### config.mk
export PLATFORM = sky130hd
export DESIGN_NAME = iss_seq
export DESIGN_NICKNAME = d
export VERILOG_FILES = /design/src/hw/rtl/iss_pkg.sv /design/src/hw/rtl/iss_seq.sv
export SDC_FILE = /design/constraint.sdc
export NUM_CORES = 1
export LEC_CHECK = 0
export ABC_CLOCK_PERIOD_IN_PS = 8700
export BUFFER_PORTS_ARGS = -buffer_cell sky130_fd_sc_hd__buf_2
export CORE_MARGIN = 2
export CORE_UTILIZATION = 58
export DETAILED_ROUTE_END_ITERATION = 10
export PLACE_DENSITY = 0.94
export SETUP_SLACK_MARGIN = 0.2
export SYNTH_ARGS = -nofsm -noshare
export SYNTH_HDL_FRONTEND = slang
export SYNTH_SLANG_ARGS = --single-unit
### constraint.sdc
create_clock -name clock -period 8.7 [get_ports clock]
set_clock_uncertainty 0.15 [all_clocks]
set_input_delay 0.87 -clock clock [delete_from_list [all_inputs] [get_ports clock]]
set_output_delay 0.87 -clock clock [all_outputs]
set_load 0.005 [all_outputs]
### src/hw/rtl/iss_pkg.sv
`default_nettype none

package iss_pkg;

   // storage geometry
   localparam int DEPTH  = 64;
   localparam int ADDR_W = $clog2(DEPTH);
   localparam int CNT_W  = $clog2(DEPTH + 1);
   localparam int DATA_W = 64;
   localparam int ACT_W  = 3;
   localparam int ERR_W  = 2;

   // capacity limit after reset
   localparam logic [CNT_W-1:0] CAP_RESET = CNT_W'(50);

   // action codes
   localparam logic [ACT_W-1:0] ACT_PUSH  = 3'd0;
   localparam logic [ACT_W-1:0] ACT_POP   = 3'd1;
   localparam logic [ACT_W-1:0] ACT_READ  = 3'd2;
   localparam logic [ACT_W-1:0] ACT_WRITE = 3'd3;
   localparam logic [ACT_W-1:0] ACT_FIND  = 3'd4;
   localparam logic [ACT_W-1:0] ACT_SWAP  = 3'd5;

   // error codes
   localparam logic [ERR_W-1:0] ERR_OK    = 2'd0;
   localparam logic [ERR_W-1:0] ERR_FULL  = 2'd1;
   localparam logic [ERR_W-1:0] ERR_EMPTY = 2'd2;
   localparam logic [ERR_W-1:0] ERR_RANGE = 2'd3;

   // sequencer states
   typedef enum logic [2:0] {
      ST_IDLE,
      ST_EXEC,
      ST_READ,
      ST_FIND,
      ST_SWAP_A,
      ST_SWAP_B,
      ST_SWAP_C,
      ST_DONE
   } state_type;

   // memory request from the sequencer
   typedef struct packed {
      logic              we;
      logic [ADDR_W-1:0] waddr;
      logic [DATA_W-1:0] wdata;
      logic [ADDR_W-1:0] raddr;
   } ram_req_type;

endpackage

`default_nettype wire

### src/hw/rtl/iss_seq.sv
`default_nettype none

module iss_seq (
   input  wire logic                          clock,
   input  wire logic                          reset,
   input  wire logic [iss_pkg::CNT_W-1:0]     cap_limit,
   input  wire logic                          req_valid,
   output logic                               req_ready,
   input  wire logic [iss_pkg::ACT_W-1:0]     req_action,
   input  wire logic [iss_pkg::ADDR_W-1:0]    req_index_a,
   input  wire logic [iss_pkg::ADDR_W-1:0]    req_index_b,
   input  wire logic [iss_pkg::DATA_W-1:0]    req_value,
   output logic                               rsp_valid,
   input  wire logic                          rsp_ready,
   output logic      [iss_pkg::DATA_W-1:0]    rsp_read_value,
   output logic                               rsp_found,
   output logic      [iss_pkg::ADDR_W-1:0]    rsp_found_index,
   output logic      [iss_pkg::CNT_W-1:0]     rsp_fill_count,
   output logic      [iss_pkg::ERR_W-1:0]     rsp_error,
   output iss_pkg::ram_req_type               ram_req,
   input  wire logic [iss_pkg::DATA_W-1:0]    ram_rdata
);

   import iss_pkg::*;

   state_type         state_ff, state_in;
   logic [ACT_W-1:0]  act_ff, act_in;
   logic [ADDR_W-1:0] ia_ff, ia_in;
   logic [ADDR_W-1:0] ib_ff, ib_in;
   logic [DATA_W-1:0] val_ff, val_in;
   logic [CNT_W-1:0]  cnt_ff, cnt_in;
   logic [ADDR_W-1:0] ptr_ff, ptr_in;
   logic [DATA_W-1:0] tmp_ff, tmp_in;
   logic [DATA_W-1:0] rd_ff, rd_in;
   logic              fnd_ff, fnd_in;
   logic [ADDR_W-1:0] fidx_ff, fidx_in;
   logic [ERR_W-1:0]  err_ff, err_in;

   logic              rsp_valid_ff, rsp_valid_in;
   logic [DATA_W-1:0] rsp_rd_ff, rsp_rd_in;
   logic              rsp_fnd_ff, rsp_fnd_in;
   logic [ADDR_W-1:0] rsp_fidx_ff, rsp_fidx_in;
   logic [CNT_W-1:0]  rsp_cnt_ff, rsp_cnt_in;
   logic [ERR_W-1:0]  rsp_err_ff, rsp_err_in;

   logic [CNT_W-1:0]  eff_limit;
   logic [CNT_W-1:0]  cnt_dec;
   logic [CNT_W-1:0]  ptr_nxt;
   logic              a_out;
   logic              b_out;
   logic              word_eq;

   // push limit capped at the store depth
   assign eff_limit = (cap_limit > CNT_W'(DEPTH)) ? CNT_W'(DEPTH) : cap_limit;
   assign cnt_dec   = cnt_ff - CNT_W'(1);
   assign ptr_nxt   = {1'b0, ptr_ff} + CNT_W'(1);
   assign a_out     = ({1'b0, ia_ff} >= cnt_ff);
   assign b_out     = ({1'b0, ib_ff} >= cnt_ff);

   // single 64-bit comparator for the search walk
   assign word_eq   = (ram_rdata == val_ff);

   // state and working registers
   always_ff @(posedge clock) begin
      if (reset) begin
         state_ff     <= ST_IDLE;
         cnt_ff       <= '0;
         rsp_valid_ff <= 1'b0;
      end else begin
         state_ff     <= state_in;
         cnt_ff       <= cnt_in;
         rsp_valid_ff <= rsp_valid_in;
      end
      act_ff      <= act_in;
      ia_ff       <= ia_in;
      ib_ff       <= ib_in;
      val_ff      <= val_in;
      ptr_ff      <= ptr_in;
      tmp_ff      <= tmp_in;
      rd_ff       <= rd_in;
      fnd_ff      <= fnd_in;
      fidx_ff     <= fidx_in;
      err_ff      <= err_in;
      rsp_rd_ff   <= rsp_rd_in;
      rsp_fnd_ff  <= rsp_fnd_in;
      rsp_fidx_ff <= rsp_fidx_in;
      rsp_cnt_ff  <= rsp_cnt_in;
      rsp_err_ff  <= rsp_err_in;
   end

   // next state, memory requests and result collection
   always_comb begin
      state_in     = state_ff;
      act_in       = act_ff;
      ia_in        = ia_ff;
      ib_in        = ib_ff;
      val_in       = val_ff;
      cnt_in       = cnt_ff;
      ptr_in       = ptr_ff;
      tmp_in       = tmp_ff;
      rd_in        = rd_ff;
      fnd_in       = fnd_ff;
      fidx_in      = fidx_ff;
      err_in       = err_ff;
      rsp_valid_in = rsp_valid_ff & ~rsp_ready;
      rsp_rd_in    = rsp_rd_ff;
      rsp_fnd_in   = rsp_fnd_ff;
      rsp_fidx_in  = rsp_fidx_ff;
      rsp_cnt_in   = rsp_cnt_ff;
      rsp_err_in   = rsp_err_ff;
      req_ready    = 1'b0;
      ram_req      = '{we: 1'b0, waddr: ia_ff, wdata: val_ff, raddr: ia_ff};

      unique case (state_ff)
         ST_IDLE: begin
            req_ready = 1'b1;
            if (req_valid) begin
               act_in   = req_action;
               ia_in    = req_index_a;
               ib_in    = req_index_b;
               val_in   = req_value;
               rd_in    = '0;
               fnd_in   = 1'b0;
               fidx_in  = '0;
               err_in   = ERR_OK;
               state_in = ST_EXEC;
            end
         end

         ST_EXEC: begin
            state_in = ST_DONE;
            unique case (act_ff)
               ACT_PUSH: begin
                  if (cnt_ff >= eff_limit) begin
                     err_in = ERR_FULL;
                  end else begin
                     ram_req.we    = 1'b1;
                     ram_req.waddr = cnt_ff[ADDR_W-1:0];
                     cnt_in        = cnt_ff + CNT_W'(1);
                  end
               end
               ACT_POP: begin
                  if (cnt_ff == '0) begin
                     err_in = ERR_EMPTY;
                  end else begin
                     ram_req.we    = 1'b1;
                     ram_req.waddr = cnt_dec[ADDR_W-1:0];
                     ram_req.wdata = '0;
                     cnt_in        = cnt_dec;
                  end
               end
               ACT_READ: begin
                  if (a_out) begin
                     err_in = ERR_RANGE;
                  end else begin
                     state_in = ST_READ;
                  end
               end
               ACT_WRITE: begin
                  if (a_out) begin
                     err_in = ERR_RANGE;
                  end else begin
                     ram_req.we = 1'b1;
                  end
               end
               ACT_FIND: begin
                  ram_req.raddr = '0;
                  ptr_in        = '0;
                  if (cnt_ff != '0) begin
                     state_in = ST_FIND;
                  end
               end
               ACT_SWAP: begin
                  if (a_out || b_out) begin
                     err_in = ERR_RANGE;
                  end else begin
                     state_in = ST_SWAP_A;
                  end
               end
               default: begin
               end
            endcase
         end

         // read data of index a is now on the port
         ST_READ: begin
            rd_in    = ram_rdata;
            state_in = ST_DONE;
         end

         // one entry compared per cycle, next address already issued
         ST_FIND: begin
            ram_req.raddr = ptr_nxt[ADDR_W-1:0];
            if (word_eq) begin
               fnd_in   = 1'b1;
               fidx_in  = ptr_ff;
               state_in = ST_DONE;
            end else if (ptr_nxt >= cnt_ff) begin
               state_in = ST_DONE;
            end else begin
               ptr_in = ptr_nxt[ADDR_W-1:0];
            end
         end

         // hold entry a, fetch entry b
         ST_SWAP_A: begin
            tmp_in        = ram_rdata;
            ram_req.raddr = ib_ff;
            state_in      = ST_SWAP_B;
         end

         ST_SWAP_B: begin
            ram_req.we    = 1'b1;
            ram_req.waddr = ia_ff;
            ram_req.wdata = ram_rdata;
            state_in      = ST_SWAP_C;
         end

         ST_SWAP_C: begin
            ram_req.we    = 1'b1;
            ram_req.waddr = ib_ff;
            ram_req.wdata = tmp_ff;
            state_in      = ST_DONE;
         end

         // hand the result to the output register once it is free
         ST_DONE: begin
            if (!rsp_valid_ff || rsp_ready) begin
               rsp_valid_in = 1'b1;
               rsp_rd_in    = rd_ff;
               rsp_fnd_in   = fnd_ff;
               rsp_fidx_in  = fidx_ff;
               rsp_cnt_in   = cnt_ff;
               rsp_err_in   = err_ff;
               state_in     = ST_IDLE;
            end
         end

         default: begin
            state_in = ST_IDLE;
         end
      endcase
   end

   assign rsp_valid       = rsp_valid_ff;
   assign rsp_read_value  = rsp_rd_ff;
   assign rsp_found       = rsp_fnd_ff;
   assign rsp_found_index = rsp_fidx_ff;
   assign rsp_fill_count  = rsp_cnt_ff;
   assign rsp_error       = rsp_err_ff;

`ifndef SYNTHESIS
   a_cnt_bound: assert property (@(posedge clock) disable iff (reset)
      cnt_ff <= CNT_W'(DEPTH))
      else $error("fill count beyond store depth");

   a_busy_after_accept: assert property (@(posedge clock) disable iff (reset)
      req_valid && req_ready |=> !req_ready)
      else $error("new transaction taken while one is in progress");

   a_write_states: assert property (@(posedge clock) disable iff (reset)
      ram_req.we |-> (state_ff == ST_EXEC || state_ff == ST_SWAP_B ||
                      state_ff == ST_SWAP_C))
      else $error("memory write outside a writing state");

   a_found_in_range: assert property (@(posedge clock) disable iff (reset)
      rsp_valid && rsp_found |-> ({1'b0, rsp_found_index} < rsp_fill_count))
      else $error("found index not below fill count");

   a_rsp_load: assert property (@(posedge clock) disable iff (reset)
      !rsp_valid_ff && rsp_valid_in |-> state_ff == ST_DONE)
      else $error("result loaded outside the done state");
`endif

endmodule

`default_nettype wire

==> run metrics <==
number of gates resized after CTS=0; Pwr Density=232 nW/um^2; RR Endpoint=fidx_ff[0]$_SDFFCE_PN0P_; outcome=completed; fillcell total=1,420; initial antenna violation count=7; Die Y=155 um; dpl cell area=15,000 um^2; Setup Fix Bufs, Post-CTS=0; period utilization=0.546; internal power=2.77 mW; clk sinks=313; hold_buf cts=0; Port-buffer cells=312; Pleak=6.33 nW; Mapped Nets=1,071; maximum number of pins on one net before global-route repair=71; vias per cell=6.22; Netlist Area Pre-Place=13,300 um^2; CTS tree=yes; per-cell routed wire length=23.6 um; layout cells sized above 1=0.318; GR Overflow Total=0; Synth Register Bits=313; CP cell instances=inv_1 > ha_1 > nor3b_1 > a41oi_4 > a21boi_4 > buf_4 > a222oi_1 > inv_1 > buf_2; Seq. cell area=9290 um^2; final hold violations=0; synthesized instance count=888; clk buf depth=3; row cnt=55; Relative slew margins=0.272; clk_lat worst skew=0.55 ns; clock-pin slew on the worst setup and hold paths=0.06 ns; Placed Cells=1,450; Startpoint Class=flip-flop; Slew @ Worst Pin=1.09 ns; final critical-path required period=4.75 ns; Switching Fraction=0.253; CP Capture Type=output pin; FFs w/ async S/R, synth=0; Psw=0.942 mW; Sequential Power Share=0.512; Residual DRC=0; Routed WL=35,800 um; Highest Clock Rate=210 MHz; num ports=313; Slowest-stage cell, CP=buf_4; Logic pwr share=0.137; area of the multi-input gates=3480 um^2; CP bufs+invs=4; Initial Util=0.589; Arr. time, crit path=3.73 ns; Pins Over Slew Limit=0; EDFF count, synth=302; RSZ-0062 raised after global routing=false; ys flop type=edfxtp_1; Via Count=9,418; die width=155 um; final antenna-violating net count=0; hold path start=rd_ff[19]$_SDFFCE_PN0P_; setup TNS=0 ns; critical path's largest stage delay=0.61 ns; Min-Delay Path Class=reg2reg; Worst Hold End=rsp_read_value[19]$_DFFE_PP_; Hold Path Stages=0; layout net count=1,381; Crit path top cell by count=inv_1; GP Congestion=0.911; final instance area=16,000 um^2; Req. time, crit path=7.68 ns; 1st-pass router iterations=9; R2R depth=5; die area=24,100 um^2; Syn Area/Cell=14.9 um^2; Area Overhead vs Synth=21.0%; minimum hold slack=0.266 ns; DRT iter0 DRCs=1,285; Reg2Reg Launch Point=val_ff[30]$_DFFE_PP_; FF-to-FF setup slack=5.44 ns; Core ar.=22,500 um^2; GRT Util Overall=0.289; non-filler cells, final=1,514; H-tree Lvls=1; vias in the first global route=9,435; Peak VDD IR=179 uV; TritonCTS buffer count=31; Seq/Total Area, Yosys=0.701; CP Max Fanout=64; Final setup viols=0; max-cap violations=0; Synthesis Warnings=0; Root Buffer=clkbuf_16; DP HPWL=23,900 um; Clock power frac=0.350; CP delay by family, top=buffers and inverters; Distinct cells, synth=57; critical path class=reg2out; first-pass GRT wire length=53,000 um
## cells by family after synthesis
| logic type | Yosys count | share of synthesized area |
|---|---|---|
| fa+ha+maj | 29 | 0.0274 |
| simple gates | 194 | 0.0839 |
| mux | 4 | 0.00312 |
| xor+xnor | 71 | 0.0469 |
| compound gates | 155 | 0.0978 |
| buf+inv | 122 | 0.0401 |
| flops | 313 | 0.701 |
## metal layers
metal / routed length, um / track usage / part of all wire
met1: 12700 / 0.369 / 0.36
met2: 17700 / 0.484 / 0.49
met3: 3650 / 0.0524 / 0.10
met4: 1710 / 0.138 / 0.048
met5: 13 / 0 / 0.00036
## worst max-delay path by stage
stage                                   from  cells after the start  slack [ns]           to
CTS                   cnt_ff[0]$_SDFFE_PP0P_                      9        4.07  ram_req[66]
floorplan           state_ff[1]$_SDFFE_PP0P_                      5        3.43   ram_req[0]
global placement                cap_limit[6]                     10        4.75  ram_req[76]
finish                cnt_ff[0]$_SDFFE_PP0P_                      9        3.95  ram_req[66]
detailed placement    cnt_ff[0]$_SDFFE_PP0P_                      9        4.66  ram_req[53]
global route          cnt_ff[0]$_SDFFE_PP0P_                      9        3.71  ram_req[22]
## placed cells by master, fill, tap and decap left out, types with 5 or more instances in the layout
master,n
buf_2,312
edfxtp_1,302
inv_1,79
and2_1,77
xnor2_1,69
a222oi_1,64
clkbuf_16,31
ha_1,29
nand2_1,23
a21oi_1,22
o21ai_0,21
nor2_1,21
nand4_1,20
dfxtp_1,11
clkinv_2,9
diode_2,7
nor2b_1,7
nor4_1,7
a221o_1,7
nor3_1,7
buf_4,7
a211oi_1,6
clkbuf_1,6
nand3_1,5
nand2b_1,5
## layout make-up
type / instances / area share
Sequential cell: 313 / 0.579
Clock inverter: 20 / 0.0119
Antenna cell: 7 / 0.00109
Tap cell: 285 / 0.0222
Timing Repair Buffer: 319 / 0.101
Inverter: 80 / 0.0189
Clock buffer: 37 / 0.0498
Multi-Input combinational cell: 453 / 0.217
## power groups by stage
| stage | clock (mW) | combinational (mW) | sequential [mW] |
|---|---|---|---|
| final | 1.30 | 0.511 | 1.90 |
| after global routing | 1.37 | 0.553 | 1.91 |
| after CTS | 1.31 | 0.506 | 1.90 |
| after detailed placement | 0 | 0.501 | 1.93 |
| after global placement | 0 | 0.484 | 1.92 |
| after floorplan | 0 | 0.287 | 1.91 |
## synth_stat cells, types with 3 or more instances
cell type	number	area [um^2]
a211oi_1	6	45.0
a21o_1	4	30.0
a21oi_1	22	110
a221o_1	7	70.1
a222oi_1	64	641
a31o_2	3	26.3
a31oi_1	4	25.0
and2_1	78	488
buf_1	4	15.0
buf_6	9	101
clkbuf_1	26	97.6
dfxtp_1	11	220
edfxtp_1	302	9070
ha_1	29	363
inv_1	80	300
mux2i_1	3	30.0
nand2_1	23	86.3
nand2b_1	5	31.3
nand3_1	5	25.0
nand4_1	20	125
nor2_1	23	86.3
nor2b_1	7	43.8
nor3_1	7	35.0
nor3b_1	4	30.0
nor4_1	7	43.8
o2111ai_1	3	26.3
o21ai_0	21	105
or2_2	4	25.0
or3_1	3	18.8
xnor2_1	69	604
## stage by stage
stage          setup slack [ns]  power, mW  utilization
2_1_floorplan              3.43       2.19            -
3_3_place_gp               4.75       2.40        0.668
3_5_place_dp               4.66       2.43        0.668
4_1_cts                    4.07       3.71        0.712
5_1_grt                    3.71       3.83        0.713
6_report                   3.95       3.72        0.713
## sequential cells by signal, indices dropped and copies added, names as in the netlist, 3 cells and up
register	cells
rd_ff	64
rsp_read_value	64
tmp_ff	64
val_ff	64
cnt_ff	7
rsp_fill_count	7
fidx_ff	6
ia_ff	6
ib_ff	6
ptr_ff	6
rsp_found_index	6
act_ff	3
state_ff	3
Note: power is estimated with default switching activity, not from simulation.
